<file path="src/hdl/lbpm_ram.sv">
// Generic simple dual-port RAM: one write port, one read port with registered data.
// No dependencies.
module lbpm_ram #(
   parameter int WIDTH = 8,
   parameter int DEPTH = 16
) (
   input  logic                     clock,
   input  logic                     wr_en,
   input  logic [$clog2(DEPTH)-1:0] wr_addr,
   input  logic [WIDTH-1:0]         wr_data,
   input  logic                     rd_en,
   input  logic [$clog2(DEPTH)-1:0] rd_addr,
   output logic [WIDTH-1:0]         rd_data
);

   logic [WIDTH-1:0] mem_ff [DEPTH];
   logic [WIDTH-1:0] rd_data_ff;

   always_ff @(posedge clock) begin
      if (wr_en) begin
         mem_ff[wr_addr] <= wr_data;
      end
      if (rd_en) begin
         rd_data_ff <= mem_ff[rd_addr];
      end
   end

   assign rd_data = rd_data_ff;

endmodule

</file>
<file path="config.mk">
export PLATFORM = sky130hd
export DESIGN_NAME = lbpm_ram
export DESIGN_NICKNAME = d
export VERILOG_FILES = /design/src/hdl/lbpm_ram.sv
export SDC_FILE = /design/constraint.sdc
export NUM_CORES = 1
export LEC_CHECK = 0
export ABC_AREA = 1
export BUFFER_PORTS_ARGS = -buffer_cell sky130_fd_sc_hd__buf_2
export CAP_MARGIN = 30
export CORE_MARGIN = 2
export CORE_UTILIZATION = 25
export CTS_CLUSTER_SIZE = 40
export DETAILED_ROUTE_END_ITERATION = 8
export HOLD_SLACK_MARGIN = 0.05
export PLACE_DENSITY = 0.52
export SYNTH_ARGS = -nofsm -noshare
export SYNTH_HDL_FRONTEND = slang
export SYNTH_SLANG_ARGS = --single-unit
</file>
<file path="constraint.sdc">
create_clock -name clock -period 1 [get_ports clock]
set_input_delay 0.05 -clock clock [delete_from_list [all_inputs] [get_ports clock]]
set_output_delay 0.05 -clock clock [all_outputs]
set_load 0.02 [all_outputs]
</file>
Yosys cells after proc, flatten, opt, wreduce, memory -nomap -nowiden
Memories as Yosys holds them, arrays and structs flattened. A register that Yosys moved wholly into a read port is not among the register bits.
Index checks and enable logic that the tools add are counted.
{ "word_totals": {"register_bits": 0, "ram_bits": 128, "wordCells": 3, "memories": 1} }
{ "mem_list": {"columns": ["name", "words", "word_bits", "read_ports", "rd_ports_with_merged_regs", "write_ports", "line", "text"], "rows": [
  ["mem_ff", 16, 8, 1, 1, 1, "16", "logic [WIDTH-1:0] mem_ff [DEPTH];"]
]} }
{ "op_classes": {"muxes": 2} }
{ "op_table": {"columns": ["cell", "count"], "rows": [
  ["1-bit two-way mux", 2]
]} }

Depth between registers and ports, before layout
{ "logic_depth": {"depth_word": 2, "mapped_depth": 8} }

Least setup slack after synthesis
OpenSTA, ideal clock, no wires.
{ "synth_path": {"path_type": "input to register", "startpoint": "input port wr_addr[3]", "endpoint": "memory mem_ff[4][0], enable pin", "setup_ps": 370, "arrival_time_ps": 631, "t_required_ps": 630, "slack_ps": -1, "path_stages": 2, "path_buffers": 0, "path_cell_list": "nand3b_1 nor2_1"} }
{ "synth_rtl": {"columns": ["item", "line", "text"], "rows": [
  ["start: declaration", "9", "input logic [$clog2(DEPTH)-1:0] wr_addr,"],
  ["end: declaration", "16", null]
]} }
No word-level cell before the write port.

Final worst setup path
{ "layout_path": {"startpoint": "register rd_data_ff[3] (netlist: rd_data[3]), read port of mem_ff", "endpoint": "output port rd_data[3]"} }
{ "layout_rtl": {"columns": ["item", "line", "text"], "rows": [
  ["start: declaration", "17", "logic [WIDTH-1:0] rd_data_ff;"],
  ["end: declaration", "13", "output logic [WIDTH-1:0] rd_data"]
]} }
No word-level cell between the ends.

==> reports/qor.txt <==
====================================================================================
Worst endpoint required time                                                 0.95 ns
Quantity of I/O buffers inserted on ports                                         26
Top-count cell post-synth                                               sky130_fd_sc_hd__nand2_1
Placement row count                                                               55
Post-Synthesis Cell Area                                                    5850 um2
Vias in the first global route                                                  3831
Time the worst path needs with I/O delays and setup                          1.12 ns
Detailed placer's ending HPWL                                                8780 um
Routed Wire Length                                                          13400 um
TritonCTS clock tree                                                             yes
Number of warning messages in the yosys log                                        0
Adder and majority cell fraction of the synthesized area                           0
Remaining antenna violation count                                                  0
Wire length of the first global-routing pass                                21600 um
Setup repair after global routing missed its margin                             true
Drt initial violations                                                           211
Violated checks                                                         setup timing
Fill cell total of the finished layout                                          2311
Path class of the lowest-slack min-delay path                              in -> reg
Worst-path cell chain                                                          buf_6
Depth of the worst hold-timing path                                                1
Number of ports placed on the die boundary                                        27
Share of synthesized area occupied by flip-flops and latches                   0.698
Clk pin slew, worst setup/hold paths                                         0.05 ns
Dominant combinational cell family by area after synthesis              simple AND/OR/NAND/NOR gates
Lkg Pwr                                                                      3.10 nW
Most area-consuming cells after synthesis                               sky130_fd_sc_hd__edfxtp_1, sky130_fd_sc_hd__nand2_1, sky130_fd_sc_hd__nand3_1, sky130_fd_sc_hd__inv_1, sky130_fd_sc_hd__buf_6
Final standard cell count with taps included and fillers excluded                936
Final weighted congestion in routability-driven placement                      0.730
P_int                                                                        10.1 mW
Ranking of synthesized cells by instance count                          sky130_fd_sc_hd__nand2_1, sky130_fd_sc_hd__edfxtp_1, sky130_fd_sc_hd__inv_1
Final layout net count                                                           631
Max_slew headroom                                                              0.671
Total placed cells including tap cells                                           899
Crit-path leading delay family                                            flip-flops
Number of endpoints failing setup at the final stage                              12
Async set or reset register ratio after synthesis                                  0
Combinational power share                                                      0.075
Longest Clk Path Bufs                                                              2
Data arrival time of the critical path                                       1.07 ns
Detailed Routing Iterations Pass 1                                                 4
Delay contributed by the slowest stage of the critical path                  0.47 ns
Layout cell share with drive strength beyond 1                                 0.204
Critical path endpoint category                                         primary output
Area fraction in compound gates after synthesis                                    0
Area fraction of the dominant cell type after synthesis                        0.698
Worst clock skew                                                          0.00488 ns
IR drop worst, VDD                                                         0.00116 V
Crit start category                                                         register
Post-Synthesis Net Count                                                         570
GRT Residual Overflow                                                              0
Worst R2R Start                                                         mem_ff[1][0]
Slew @ Worst Pin                                                            0.493 ns
Setup WS pre-CTS                                                           -0.214 ns
Number of remaining DRC errors                                                     0
Post-Synth Simple-Gate Area                                                    0.208
Reg-to-reg endpoint                                                       rd_data[0]
Number of antenna violations at the first check in global routing                  0
Area growth from synthesis to final layout                                     25.7%
Number of buffers inserted to repair setup after CTS                               0
Worst-case setup margin in the final layout                                -0.115 ns
Routed length per instance                                                   14.3 um
Leading area contributor after synthesis                                sky130_fd_sc_hd__edfxtp_1
Post-synth cell types                                                             11
Worst min-delay path startpoint                                           wr_data[4]
Critical path class                                                       reg -> out
Die boundary height                                                           157 um
Area of the die                                                            24600 um2
Number of sinks handled by clock tree synthesis                                  136
Area of the core                                                           22800 um2
Starting Density                                                               0.257
Cell at the slowest stage of the critical path                          sky130_fd_sc_hd__edfxtp_1
Combined buffer and inverter count along the critical path                         1
Power density cells                                                      1760 nW/um2
Flip-flop and latch count after synthesis                                        136
Maximum number of pins on one net before global-route repair                      46
Root Buffer Master                                                      sky130_fd_sc_hd__clkbuf_16
Clock latency of the later-clocked register in the worst-skew pair           0.41 ns
Max Fclk                                                                     897 MHz
Register share of total power                                                  0.502
Parity-gate share of the synthesized area counting xor and xnor cells              0
Die width                                                                     157 um
Worst reg2reg setup slack                                                   -0.08 ns
DP Area                                                                     6510 um2
Run status                                                              finished with violations
H-tree Lvls                                                                        4
P_sw                                                                         2.77 mW
Post-synthesis area per instance                                            10.6 um2
Final setup TNS                                                            -0.570 ns
Gate count after technology mapping                                              551
Worst-case hold path end point                                          mem_ff[11][4]
Number of vias per cell                                                         4.10
Share of synthesized area spent on multiplexers                                    0
Fraction of power spent switching nets                                         0.215
Number of enable flip-flop cells after synthesis                                 136
Diode count                                                                        0
Final critical-path share of the clock period                                   1.12
GRT Overall Usage                                                              0.118
Count of final hold-check violations                                               0
Final non-filler cell area                                                  7350 um2
Largest fanout on the critical path                                                1
Via total after detailed routing                                                3840
Cts bufs inserted                                                                 17
Portion of total power attributed to the clock network                         0.423
Max-slew violation total from the final report                                     0
Number of maximum-capacitance constraint violations                                0
Post-synth top flop                                                     sky130_fd_sc_hd__edfxtp_1
Reg2reg path depth                                                                 6
====================================================================================
==> power by group through the flow <==
stage	registers [mW]	logic (mW)	clock network [mW]
4_1_cts	6.47	0.916	5.58
3_3_place_gp	6.58	0.849	0
2_1_floorplan	6.61	0.450	0
6_report	6.47	0.966	5.46
5_1_grt	6.48	1.08	5.83
3_5_place_dp	6.58	0.852	0
==> worst max path at each step <==
stage,start,end,slack (ns),cells past startpoint
after floorplan,wr_addr[3],mem_ff[4][0],-0.0008,2
after global placement,rd_addr[0],rd_data[1],-0.21,8
after detailed placement,rd_addr[0],rd_data[2],-0.21,8
after CTS,rd_data[3],rd_data[3],-0.13,1
after global routing,rd_data[5],rd_data[5],-0.14,1
final,rd_data[3],rd_data[3],-0.12,1
==> state kept, by name (all words and copies together), names as in the netlist <==
signal	count
rd_data	8
mem_ff	128
==> kinds of logic after synthesis <==
family	count (synthesis)
buffers and inverters	126
and+or+nand+nor	289
DFF	136
==> through the flow <==
| stage | hold WS (ns) | total power, mW | util |
|---|---|---|---|
| global route | 0.0575 | 13.4 | 0.323 |
| finish | 0.0572 | 12.9 | 0.323 |
| global placement | 0.438 | 7.43 | 0.286 |
| CTS | 0.0515 | 13.0 | 0.315 |
| detailed placement | 0.431 | 7.43 | 0.286 |
| floorplan | 0.149 | 7.06 | - |
==> cells in the final DEF (no fill, tap or decap) <==
cell type	n
sky130_fd_sc_hd__nand3b_1	2
sky130_fd_sc_hd__clkbuf_16	17
sky130_fd_sc_hd__clkinv_2	3
sky130_fd_sc_hd__nand3_2	40
sky130_fd_sc_hd__inv_1	98
sky130_fd_sc_hd__buf_4	28
sky130_fd_sc_hd__dlygate4sd3_1	7
sky130_fd_sc_hd__nand2_1	170
sky130_fd_sc_hd__nor2_1	17
sky130_fd_sc_hd__buf_12	5
sky130_fd_sc_hd__edfxtp_1	136
sky130_fd_sc_hd__buf_2	18
sky130_fd_sc_hd__inv_2	4
sky130_fd_sc_hd__buf_6	8
sky130_fd_sc_hd__bufinv_16	1
sky130_fd_sc_hd__nand3_1	57
sky130_fd_sc_hd__clkinv_1	2
sky130_fd_sc_hd__nand2_2	2
sky130_fd_sc_hd__nand2_4	1
sky130_fd_sc_hd__clkbuf_1	7
==> cell type report <==
cell class / instances / area, um2 / area share
clock buffer: 24 / 452 / 0.0615
clock inverter: 6 / 52.6 / 0.00715
multi-input combinational: 289 / 1430 / 0.194
timing repair buffer: 66 / 561 / 0.0763
inverter: 102 / 383 / 0.0521
sequential: 136 / 4080 / 0.556
tap: 313 / 392 / 0.0533
==> what timing repair did <==
| item | in CTS | in global routing |
|---|---|---|
| pin swaps | 19 | 24 |
| resized for setup | 25 | 37 |
| hold endpoints to repair | 88 | 8 |
| hold buffers | 6 | 1 |
| setup endpoints to repair | 14 | 16 |
==> layer usage <==
| metal | vias up | track usage | wire [um] |
|---|---|---|---|
| met2 | 65 | 0.183 | 6180 |
| met3 | 10 | 0.0314 | 633 |
| met5 | - | 0 | 0 |
| met1 | 1862 | 0.163 | 6450 |
| li1 | 1903 | - | - |
| met4 | 0 | 0.0358 | 153 |
No activity file was read; power rests on OpenSTA's default activity.
